File: src/rtl/mexp_pkg.sv
// Package with widths, operation codes and controller/datapath interface types.
`default_nettype none
package mexp_pkg;

    localparam int WORD_BITS    = 63;
    localparam int CNT_BITS     = $clog2(WORD_BITS);
    localparam int IN_TDATA_W   = ((3 * WORD_BITS + 7) / 8) * 8;
    localparam int OUT_TDATA_W  = ((WORD_BITS + 7) / 8) * 8;
    localparam int SUM_BITS     = WORD_BITS + 2;

    localparam logic [CNT_BITS-1:0] LAST_BIT = CNT_BITS'(WORD_BITS - 1);

    // Operand selection for the shared modular multiplier.
    typedef enum logic [1:0] {
        OP_REDUCE,
        OP_MUL,
        OP_SQUARE
    } t_op;

    // What the accumulator register takes.
    typedef enum logic [2:0] {
        ACC_HOLD,
        ACC_ONE,
        ACC_ZERO,
        ACC_INIT,
        ACC_PROD
    } t_acc_sel;

    typedef struct packed {
        logic     load;
        logic     start;
        t_op      op;
        logic     step;
        logic     wr_base;
        t_acc_sel acc_sel;
        logic     shift_exp;
        logic     set_res;
    } t_cmd;

    typedef struct packed {
        logic exp_zero;
        logic exp_lsb;
        logic mod_zero;
        logic mul_last;
    } t_status;

endpackage
`default_nettype wire

File: src/rtl/mexp_datapath.sv
// Datapath: operand registers, bit-serial modular multiplier and result register.
`default_nettype none
module mexp_datapath (
    input  wire logic                                i_clk,
    input  wire mexp_pkg::t_cmd                      i_cmd,
    output mexp_pkg::t_status                        o_status,
    input  wire logic [mexp_pkg::IN_TDATA_W-1:0]     i_in_data,
    output logic      [mexp_pkg::WORD_BITS-1:0]      o_res
);

    localparam int W = mexp_pkg::WORD_BITS;
    localparam int S = mexp_pkg::SUM_BITS;

    logic [W-1:0] r_base;
    logic [W-1:0] r_exp;
    logic [W-1:0] r_mod;
    logic [W-1:0] r_acc;
    logic [W-1:0] r_prod;
    logic [W-1:0] r_mcand;
    logic [W-1:0] r_mult;
    logic [W-1:0] r_res;
    logic [mexp_pkg::CNT_BITS-1:0] r_cnt;

    logic [S-1:0] w_addend;
    logic [S-1:0] w_t0;
    logic [S-1:0] w_m1;
    logic [S-1:0] w_m2;
    logic [W-1:0] n_prod;
    logic [W-1:0] w_start_x;
    logic [W-1:0] w_start_y;

    // One step of the top-down shift-and-add: 2*prod + bit*x is below 3*m,
    // so at most two subtractions of m bring it back into range.
    always_comb begin
        w_addend = r_mult[W-1] ? {2'b00, r_mcand} : '0;
        w_t0     = {1'b0, r_prod, 1'b0} + w_addend;
        w_m1     = {2'b00, r_mod};
        w_m2     = {1'b0, r_mod, 1'b0};
        if (w_t0 >= w_m2) begin
            n_prod = W'(w_t0 - w_m2);
        end else if (w_t0 >= w_m1) begin
            n_prod = W'(w_t0 - w_m1);
        end else begin
            n_prod = w_t0[W-1:0];
        end
    end

    // The base is reduced as the product 1 * base, which is a plain remainder.
    always_comb begin
        unique case (i_cmd.op)
            mexp_pkg::OP_REDUCE: begin
                w_start_x = W'(1);
                w_start_y = r_base;
            end
            mexp_pkg::OP_MUL: begin
                w_start_x = r_acc;
                w_start_y = r_base;
            end
            mexp_pkg::OP_SQUARE: begin
                w_start_x = r_base;
                w_start_y = r_base;
            end
            default: begin
                w_start_x = r_base;
                w_start_y = r_base;
            end
        endcase
    end

    always_ff @(posedge i_clk) begin
        if (i_cmd.load) begin
            r_base <= i_in_data[W-1:0];
            r_exp  <= i_in_data[2*W-1:W];
            r_mod  <= i_in_data[3*W-1:2*W];
        end else begin
            if (i_cmd.wr_base) begin
                r_base <= n_prod;
            end
            if (i_cmd.shift_exp) begin
                r_exp <= {1'b0, r_exp[W-1:1]};
            end
        end

        if (i_cmd.start) begin
            r_prod  <= '0;
            r_mcand <= w_start_x;
            r_mult  <= w_start_y;
            r_cnt   <= mexp_pkg::LAST_BIT;
        end else if (i_cmd.step) begin
            r_prod <= n_prod;
            r_mult <= {r_mult[W-2:0], 1'b0};
            r_cnt  <= r_cnt - mexp_pkg::CNT_BITS'(1);
        end

        unique case (i_cmd.acc_sel)
            mexp_pkg::ACC_HOLD: r_acc <= r_acc;
            mexp_pkg::ACC_ONE:  r_acc <= W'(1);
            mexp_pkg::ACC_ZERO: r_acc <= '0;
            mexp_pkg::ACC_INIT: r_acc <= (r_mod == W'(1)) ? '0 : W'(1);
            mexp_pkg::ACC_PROD: r_acc <= n_prod;
            default:            r_acc <= r_acc;
        endcase

        if (i_cmd.set_res) begin
            r_res <= r_acc;
        end
    end

    always_comb begin
        o_status.exp_zero = (r_exp == '0);
        o_status.exp_lsb  = r_exp[0];
        o_status.mod_zero = (r_mod == '0);
        o_status.mul_last = (r_cnt == '0);
    end

    assign o_res = r_res;

endmodule
`default_nettype wire

File: src/rtl/mexp_ctrl.sv
// Controller: sequences reduction, multiply and square steps and the output handshake.
`default_nettype none
module mexp_ctrl (
    input  wire logic              i_clk,
    input  wire logic              i_rst_n,
    input  wire logic              i_s_tvalid,
    output logic                   o_s_tready,
    output logic                   o_m_tvalid,
    input  wire logic              i_m_tready,
    input  wire mexp_pkg::t_status i_status,
    output mexp_pkg::t_cmd         o_cmd
);

    typedef enum logic [2:0] {
        ST_IDLE,
        ST_CHECK,
        ST_REDUCE,
        ST_BIT,
        ST_MUL,
        ST_SQUARE,
        ST_FINISH
    } t_state;

    t_state r_state;
    t_state n_state;
    logic   r_m_tvalid;
    logic   n_m_tvalid;
    logic   w_out_free;

    assign w_out_free = !r_m_tvalid || i_m_tready;

    always_comb begin
        n_state            = r_state;
        o_cmd.load         = 1'b0;
        o_cmd.start        = 1'b0;
        o_cmd.op           = mexp_pkg::OP_SQUARE;
        o_cmd.step         = 1'b0;
        o_cmd.wr_base      = 1'b0;
        o_cmd.acc_sel      = mexp_pkg::ACC_HOLD;
        o_cmd.shift_exp    = 1'b0;
        o_cmd.set_res      = 1'b0;
        n_m_tvalid         = r_m_tvalid && !i_m_tready;

        unique case (r_state)
            ST_IDLE: begin
                if (i_s_tvalid) begin
                    o_cmd.load = 1'b1;
                    n_state    = ST_CHECK;
                end
            end
            ST_CHECK: begin
                if (i_status.exp_zero) begin
                    o_cmd.acc_sel = mexp_pkg::ACC_ONE;
                    n_state       = ST_FINISH;
                end else if (i_status.mod_zero) begin
                    o_cmd.acc_sel = mexp_pkg::ACC_ZERO;
                    n_state       = ST_FINISH;
                end else begin
                    o_cmd.start = 1'b1;
                    o_cmd.op    = mexp_pkg::OP_REDUCE;
                    n_state     = ST_REDUCE;
                end
            end
            ST_REDUCE: begin
                o_cmd.step = 1'b1;
                if (i_status.mul_last) begin
                    o_cmd.wr_base = 1'b1;
                    o_cmd.acc_sel = mexp_pkg::ACC_INIT;
                    n_state       = ST_BIT;
                end
            end
            ST_BIT: begin
                // Once the remaining exponent is zero no further bit changes the result.
                if (i_status.exp_zero) begin
                    n_state = ST_FINISH;
                end else if (i_status.exp_lsb) begin
                    o_cmd.start = 1'b1;
                    o_cmd.op    = mexp_pkg::OP_MUL;
                    n_state     = ST_MUL;
                end else begin
                    o_cmd.start = 1'b1;
                    o_cmd.op    = mexp_pkg::OP_SQUARE;
                    n_state     = ST_SQUARE;
                end
            end
            ST_MUL: begin
                o_cmd.step = 1'b1;
                if (i_status.mul_last) begin
                    o_cmd.acc_sel = mexp_pkg::ACC_PROD;
                    n_state       = ST_SQUARE;
                end
            end
            ST_SQUARE: begin
                o_cmd.step = 1'b1;
                if (i_status.mul_last) begin
                    o_cmd.wr_base   = 1'b1;
                    o_cmd.shift_exp = 1'b1;
                    n_state         = ST_BIT;
                end
            end
            ST_FINISH: begin
                if (w_out_free) begin
                    o_cmd.set_res = 1'b1;
                    n_m_tvalid    = 1'b1;
                    n_state       = ST_IDLE;
                end
            end
            default: begin
                n_state = ST_IDLE;
            end
        endcase

        // The square that follows a multiply is started as the multiply ends.
        if (r_state == ST_MUL && i_status.mul_last) begin
            o_cmd.start = 1'b1;
            o_cmd.op    = mexp_pkg::OP_SQUARE;
        end
    end

    always_ff @(posedge i_clk) begin
        if (!i_rst_n) begin
            r_state    <= ST_IDLE;
            r_m_tvalid <= 1'b0;
        end else begin
            r_state    <= n_state;
            r_m_tvalid <= n_m_tvalid;
        end
    end

    assign o_s_tready = (r_state == ST_IDLE);
    assign o_m_tvalid = r_m_tvalid;

endmodule
`default_nettype wire

File: src/rtl/modular_exponentiation_core.sv
// Top level of the modular exponentiation core: controller and datapath.
//
//  channel | direction | handshake              | tdata fields, lowest bit up
//  s       | in        | i_s_tvalid, o_s_tready | base, exponent, modulus (63 bits each)
//  m       | out       | o_m_tvalid, i_m_tready | power_residue (63 bits)
//
// A transaction holds the core from its accept cycle until its result is registered:
// a reduction of the base, then for each exponent bit up to the top set bit a multiply
// if the bit is set and then a square; a zero exponent or modulus skips all of these. Each
// reduction, square or multiply runs in the shared bit-serial multiplier.
// Reset clears the controller and the output valid flag only. A waiting result does
// not block the next transaction; the core stalls only if its next result is ready first.
`default_nettype none
module modular_exponentiation_core (
    input  wire logic                                i_clk,
    input  wire logic                                i_rst_n,
    input  wire logic                                i_s_tvalid,
    output logic                                     o_s_tready,
    // base [62:0], exponent [125:63], modulus [188:126], zero fill
    input  wire logic [mexp_pkg::IN_TDATA_W-1:0]     i_s_tdata,
    output logic                                     o_m_tvalid,
    input  wire logic                                i_m_tready,
    // power_residue [62:0], zero fill
    output logic      [mexp_pkg::OUT_TDATA_W-1:0]    o_m_tdata
);

    mexp_pkg::t_cmd    w_cmd;
    mexp_pkg::t_status w_status;
    logic [mexp_pkg::WORD_BITS-1:0] w_res;

    mexp_ctrl u_ctrl (
        .i_clk      (i_clk),
        .i_rst_n    (i_rst_n),
        .i_s_tvalid (i_s_tvalid),
        .o_s_tready (o_s_tready),
        .o_m_tvalid (o_m_tvalid),
        .i_m_tready (i_m_tready),
        .i_status   (w_status),
        .o_cmd      (w_cmd)
    );

    mexp_datapath u_datapath (
        .i_clk     (i_clk),
        .i_cmd     (w_cmd),
        .o_status  (w_status),
        .i_in_data (i_s_tdata),
        .o_res     (w_res)
    );

    assign o_m_tdata = mexp_pkg::OUT_TDATA_W'(w_res);

endmodule
`default_nettype wire

File: config.mk
export PLATFORM = sky130hd
export DESIGN_NAME = modular_exponentiation_core
export DESIGN_NICKNAME = d
export VERILOG_FILES = /design/src/rtl/mexp_pkg.sv /design/src/rtl/mexp_datapath.sv /design/src/rtl/mexp_ctrl.sv /design/src/rtl/modular_exponentiation_core.sv
export SDC_FILE = /design/constraint.sdc
export NUM_CORES = 1
export LEC_CHECK = 0
export BUFFER_PORTS_ARGS = -buffer_cell sky130_fd_sc_hd__buf_4
export CAP_MARGIN = 5
export CORE_MARGIN = 5
export CORE_UTILIZATION = 35
export DETAILED_ROUTE_END_ITERATION = 6
export PLACE_DENSITY = 0.61
export SETUP_SLACK_MARGIN = 0.2
export SYNTH_ARGS = -nofsm -noshare
export SYNTH_HDL_FRONTEND = slang
export SYNTH_SLANG_ARGS = --single-unit
File: constraint.sdc
create_clock -name i_clk -period 17.02 [get_ports i_clk]
set_clock_uncertainty 0.2 [all_clocks]
set_input_delay 1.702 -clock i_clk [delete_from_list [all_inputs] [get_ports i_clk]]
set_output_delay 1.702 -clock i_clk [all_outputs]
set_load 0.01 [all_outputs]
# After elaboration in Yosys (flattened, before gate mapping)
# Cells that the tools add are included.
# totals
reg_bits	514
input_bits	196
out_inout_bits	66
wordCells	92
# op_classes
add_sub_neg	4
order_cmp	2
n_eq_ne	16
mux	42
reduce_logical	17
# ops
cell	n
two-way mux 63 bit	9
one-hot mux 63 bit (4 select lines)	1
logical NOT 63 bit	2
one-hot mux 63 bit (2 select lines)	1
subtractor 63 bit	2
adder 64 x 63 -> 65 bit	1
>= comparator 65 x 63 -> 1 bit	1
>= comparator 65 x 64 -> 1 bit	1
== test 63 x 1 -> 1 bit (second input constant)	1
two-way mux 3 bit	13
one-hot mux 3 bit (6 select lines)	1
== test 3 x 2 -> 1 bit (second input constant)	4
== test 3 bit (second input constant)	4
two-way mux 1 bit	11
one-hot mux 3 bit (3 select lines)	1
== test 3 x 1 -> 1 bit (second input constant)	2
logical NOT 6 bit	1
inequality test 2 x 1 -> 1 bit (second input constant)	3
one-hot mux 3 bit (2 select lines)	1
nonzero test 2 bit	3
subtractor 6 x 1 -> 6 bit (second input constant)	1
two-way mux 2 bit	2
two-way mux 4 bit	1
AND reduction 4 bit	1
other kinds (11)	13

# Depth between registers and ports, before layout
# logic_depth
word_depth	7
ltp_mapped	31
ltp_nobuf	26

# Cells and area by module
# Synthesis repeated with hierarchy kept, for this count alone.
# hier_totals
hier_cells	3301
area_unflattened_um2	33026.7
# by_module_without_submodules
module	instances	cells_each	area_per_inst_um2	seq_area_each_um2
mexp_datapath	1	3245	32578.7	14624.0
mexp_ctrl	1	54	436.7	80.1
modular_exponentiation_core	1	2	11.3	0.0

# Worst setup path after synthesis
# Ideal clock, no wire load.
# synth_timing
kind	in2reg
start	input port i_s_tvalid
end	register u_datapath.r_base[0], enable pin
setup_ps	577
arrival_ps	6429
required_ps	16243
path_slack_ps	9814
stages	2
n_path_buf	0
path_cell_list	mux2i_1 o31ai_1
# synth_between
elab_chain_cells	3
# synth_rtl
element	line_no	rtl
from (decl)	modular_exponentiation_core.sv:17	input wire logic i_s_tvalid,
two-way mux 1 bit	mexp_ctrl.sv:46	if (i_s_tvalid) begin
two-way mux 1 bit	mexp_ctrl.sv:44	unique case (r_state)
nonzero test 2 bit (no source line)	-	
to (signal assigned)	mexp_datapath.sv:72	r_base <= i_in_data[W-1:0];
to (signal assigned)	mexp_datapath.sv:77	r_base <= n_prod;
to (decl)	mexp_datapath.sv:14	logic [W-1:0] r_base;
# No other way between the ends.
# A chain may end at the register's enable or synchronous reset.

# Final worst setup path
# layout_timing
start	register u_datapath.r_mult[62]
end	register u_datapath.r_base[10], data pin
# layout_between
elab_chain_cells	7
elab_cells_between_ends	10
cone_classes	add/sub: 3; order compare: 2; mux: 5
# layout_rtl
element	line_no	rtl
from (decl)	mexp_datapath.sv:20	logic [W-1:0] r_mult;
from (signal assigned)	mexp_datapath.sv:87	r_mult <= w_start_y;
from (signal assigned)	mexp_datapath.sv:91	r_mult <= {r_mult[W-2:0], 1'b0};
two-way mux 63 bit (*)	mexp_datapath.sv:35	w_addend = r_mult[W-1] ? {2'b00, r_mcand} : '0;
adder 64 x 63 -> 65 bit (*)	mexp_datapath.sv:36	w_t0 = {1'b0, r_prod, 1'b0} + w_addend;
subtractor 63 bit / >= comparator 65 x 63 -> 1 bit (equally long branches)	mexp_datapath.sv:42, mexp_datapath.sv:41	
two-way mux 63 bit	mexp_datapath.sv:41	end else if (w_t0 >= w_m1) begin
two-way mux 63 bit (*)	mexp_datapath.sv:39	if (w_t0 >= w_m2) begin
two-way mux 63 bit (*)	mexp_datapath.sv:76	if (i_cmd.wr_base) begin
two-way mux 63 bit (*)	mexp_datapath.sv:71	if (i_cmd.load) begin
# Every way passes the cells marked *; elsewhere a longest branch is shown, timed or not. The select of a mux whose other input is x is not followed.

==> qor.txt <==
Vias in the first global route = 26,555
Initial Util = 35.3%
GR Overflow Total = 0
Worst slew margin = 22.9%
Worst hold path depth = 0
Hold path startpoint = u_datapath.r_acc[56]$_DFFE_PP_
Via/cell ratio = 5.51
# setup viols final = 0
Synthesized cell area = 32,900 um^2
# DRC = 0
Width of the chip = 317 um
Count leader, synth = nand2_1
Yosys top cell area share = 40.2%
Port Buffer Count = 257
Final worst-path cycle share = 58.3%
Routed vias = 27,604
Setup TNS = 0 ns
Tmin final = 9.93 ns
Fin util = 40.7%
Mean post-synth cell area = 9.27 um^2
Nets = 4,100
Seq/Total Area, Yosys = 44.6%
Clock slew at reported path FFs = 0.06 ns
Syn. warnings = 0
Initial detailed-routing violation count = 2,202
Outcome = finished, final reports clean
Initial antenna violation count = 3
Row count = 112
Multi-input gate area in the final layout = 17,200 um^2
CTS resizes = 0
Post-detailed-route wirelength per cell = 22.7 um
Final setup margin = 7.09 ns
CP Capture Type = flip-flop
Worst hold path class = reg -> reg
Reg-to-reg startpoint = u_datapath.r_mult[62]$_DFFE_PP_
H-tree depth = 2
RSZ-0062 raised after global routing = false
WS Path Type = reg -> reg
# IOs = 262
Worst Path Required = 17.17 ns
Worst R2R Setup Slack = 7.09 ns
First-pass GRT wire length = 166 mm
Post-CTS setup repair buffer count = 0
Filler instances = 9,397
Startpoint types = flip-flop
CP max FO = 61
Post-synth EDFFs = 441
Diode count = 0
Cells after Synth = 3,555
Synth unique cells = 88
Root Buffer = clkbuf_16
Pins Over Slew Limit = 0
R2R Path End = u_datapath.r_base[10]$_DFFE_PP_
Most frequent cells after synthesis = 641 x nand2_1, 441 x edfxtp_1, 300 x a21oi_1, 247 x nor2_1, 196 x o21ai_0
Synth area leaders = edfxtp_1 40%, nand2_1 7.3%, ha_1 7.2%, a21oi_1 4.6%, dfxtp_1 4.4%
CTS Buf Count = 56
Clk sinks = 514
CTS Hold Bufs = 0
Fmax = 101 MHz
Clk_lat worst skew = 0.65 ns
Total GRT Usage = 21.7%
Die Y = 317 um
Pre-antenna DRT Iters = 6
Core area = 93,300 um^2
Worst-margin pin slew = 1.14 ns
#FFs+latches synth = 514
R2R cell count = 25
FF+latch area = 14,700 um^2
DP Worst Slack = 7.18 ns
Final GP Congestion = 0.967
Largest net degree at the start of global routing = 124
Mapped Nets = 3,943
Ys async rst share = 0%
Clock Tree Buf Depth = 3
Final Hold Slack = 0.244 ns
Final Hold Viols = 0
Layout cells sized above 1 = 12.5%
CTS tree = built
# Max-Cap Violations = 0
Post-DP HPWL = 86.9 mm
Die Area = 100,000 um^2
Final wirelength = 114 mm
Worst Path Arrival = 10.08 ns
Yosys top cell by area = edfxtp_1
P&R area growth vs syn = 15.4%
Post-route ant nets = 0
Post-synth top flop = edfxtp_1
Min-Delay Endpoint = u_datapath.o_res[56]$_DFFE_PP_
-- worst max-delay path by stage --
stage	end	slack (ns)	from	depth (start not counted)
global route	u_datapath.r_base[43]$_DFFE_PP_	6.72	u_datapath.r_mult[62]$_DFFE_PP_	26
CTS	u_datapath.r_base[43]$_DFFE_PP_	7.12	u_datapath.r_mult[62]$_DFFE_PP_	26
global placement	u_datapath.r_base[43]$_DFFE_PP_	7.19	u_datapath.r_mult[62]$_DFFE_PP_	26
finish	u_datapath.r_base[10]$_DFFE_PP_	7.09	u_datapath.r_mult[62]$_DFFE_PP_	25
detailed placement	u_datapath.r_base[43]$_DFFE_PP_	7.18	u_datapath.r_mult[62]$_DFFE_PP_	26
floorplan	u_datapath.r_base[0]$_DFFE_PP_	9.81	i_s_tvalid	2
-- worst max-delay path: stages, from the launching register on --
cell       delay (ns)
edfxtp_1         0.35
buf_4            0.48
and2_1           0.22
ha_1             0.28
a21o_1           0.23
a211o_1          0.31
o21ba_2          0.22
o311ai_0         0.93
a21oi_1          0.31
a31oi_1          0.49
o21ai_0          0.25
a41oi_1          0.33
xor2_1           0.26
inv_1            0.14
ha_1             0.40
and4_1           0.31
and2_1           0.17
nand2_1          0.15
nor4_1           0.92
a2111oi_0        0.23
o21a_1           0.23
o211ai_4         0.37
buf_4            0.56
mux2_2           0.39
o21ai_0          0.67
a21oi_1          0.15
-- sequential cells by signal, summed over array words and instances, names as in the netlist --
name / count
u_ctrl.o_m_tvalid: 1
u_ctrl.r_state: 3
u_datapath.o_res: 63
u_datapath.r_acc: 63
u_datapath.r_base: 63
u_datapath.r_cnt: 6
u_datapath.r_exp: 63
u_datapath.r_mcand: 63
u_datapath.r_mod: 63
u_datapath.r_mult: 63
u_datapath.r_prod: 63
-- cells in the final DEF (no fill, tap or decap), types with 35 or more instances in the layout --
| cell | count |
|---|---|
| o211ai_1 | 39 |
| o21ai_0 | 195 |
| buf_4 | 281 |
| a22o_1 | 62 |
| edfxtp_1 | 441 |
| ha_1 | 189 |
| a21o_1 | 119 |
| mux2_2 | 45 |
| nand3_1 | 61 |
| nand4_1 | 47 |
| a21oi_1 | 298 |
| clkbuf_16 | 57 |
| dfxtp_1 | 73 |
| and2_1 | 85 |
| nand2_1 | 638 |
| nor4_1 | 45 |
| nor3_1 | 56 |
| xor2_1 | 65 |
| a211oi_1 | 40 |
| a31oi_1 | 37 |
| and3_1 | 35 |
| nor2_1 | 247 |
| xnor2_1 | 99 |
| inv_1 | 109 |
-- per-layer routing --
layer / global-route usage [%] / routed length, um / vias up
met4: 6.66 / 3810 / 0
li1: - / - / 13354
met5: 0 / 0 / -
met1: 27.5 / 47600 / 13341
met3: 2.72 / 5320 / 157
met2: 38.7 / 57000 / 752
-- logic make-up after synthesis --
kind of cell,after synthesis,share of synthesized area (%)
AO/OA/AOI/OAI,1002,19.7
XOR/XNOR,164,4.36
adder cells (fa/ha/maj),192,7.36
buffers and inverters,293,3.51
flip-flops,514,44.6
multiplexers,61,2.02
other,1,0.0114
AND/OR/NAND/NOR,1328,18.4
-- per-stage QoR --
stage / instances / area (um^2)
final: 5014 / 38000
after global routing: 5014 / 38000
after CTS: 5014 / 38000
after detailed placement: 4908 / 36000
after global placement: 4908 / 36000
after floorplan: 3555 / 32900
-- layout make-up --
type	count	share of cell area, %
flip-flops and latches	514	38.7
repair buffers	281	5.55
multi-input cells	2748	45.2
inverters	111	1.12
well taps	1254	4.13
clock buffers	80	4.22
clock inverters	26	1.08
Power is left out: the tool's default activity adds up to more than one toggle a clock period on the data nets, which glitch-free logic cannot reach.
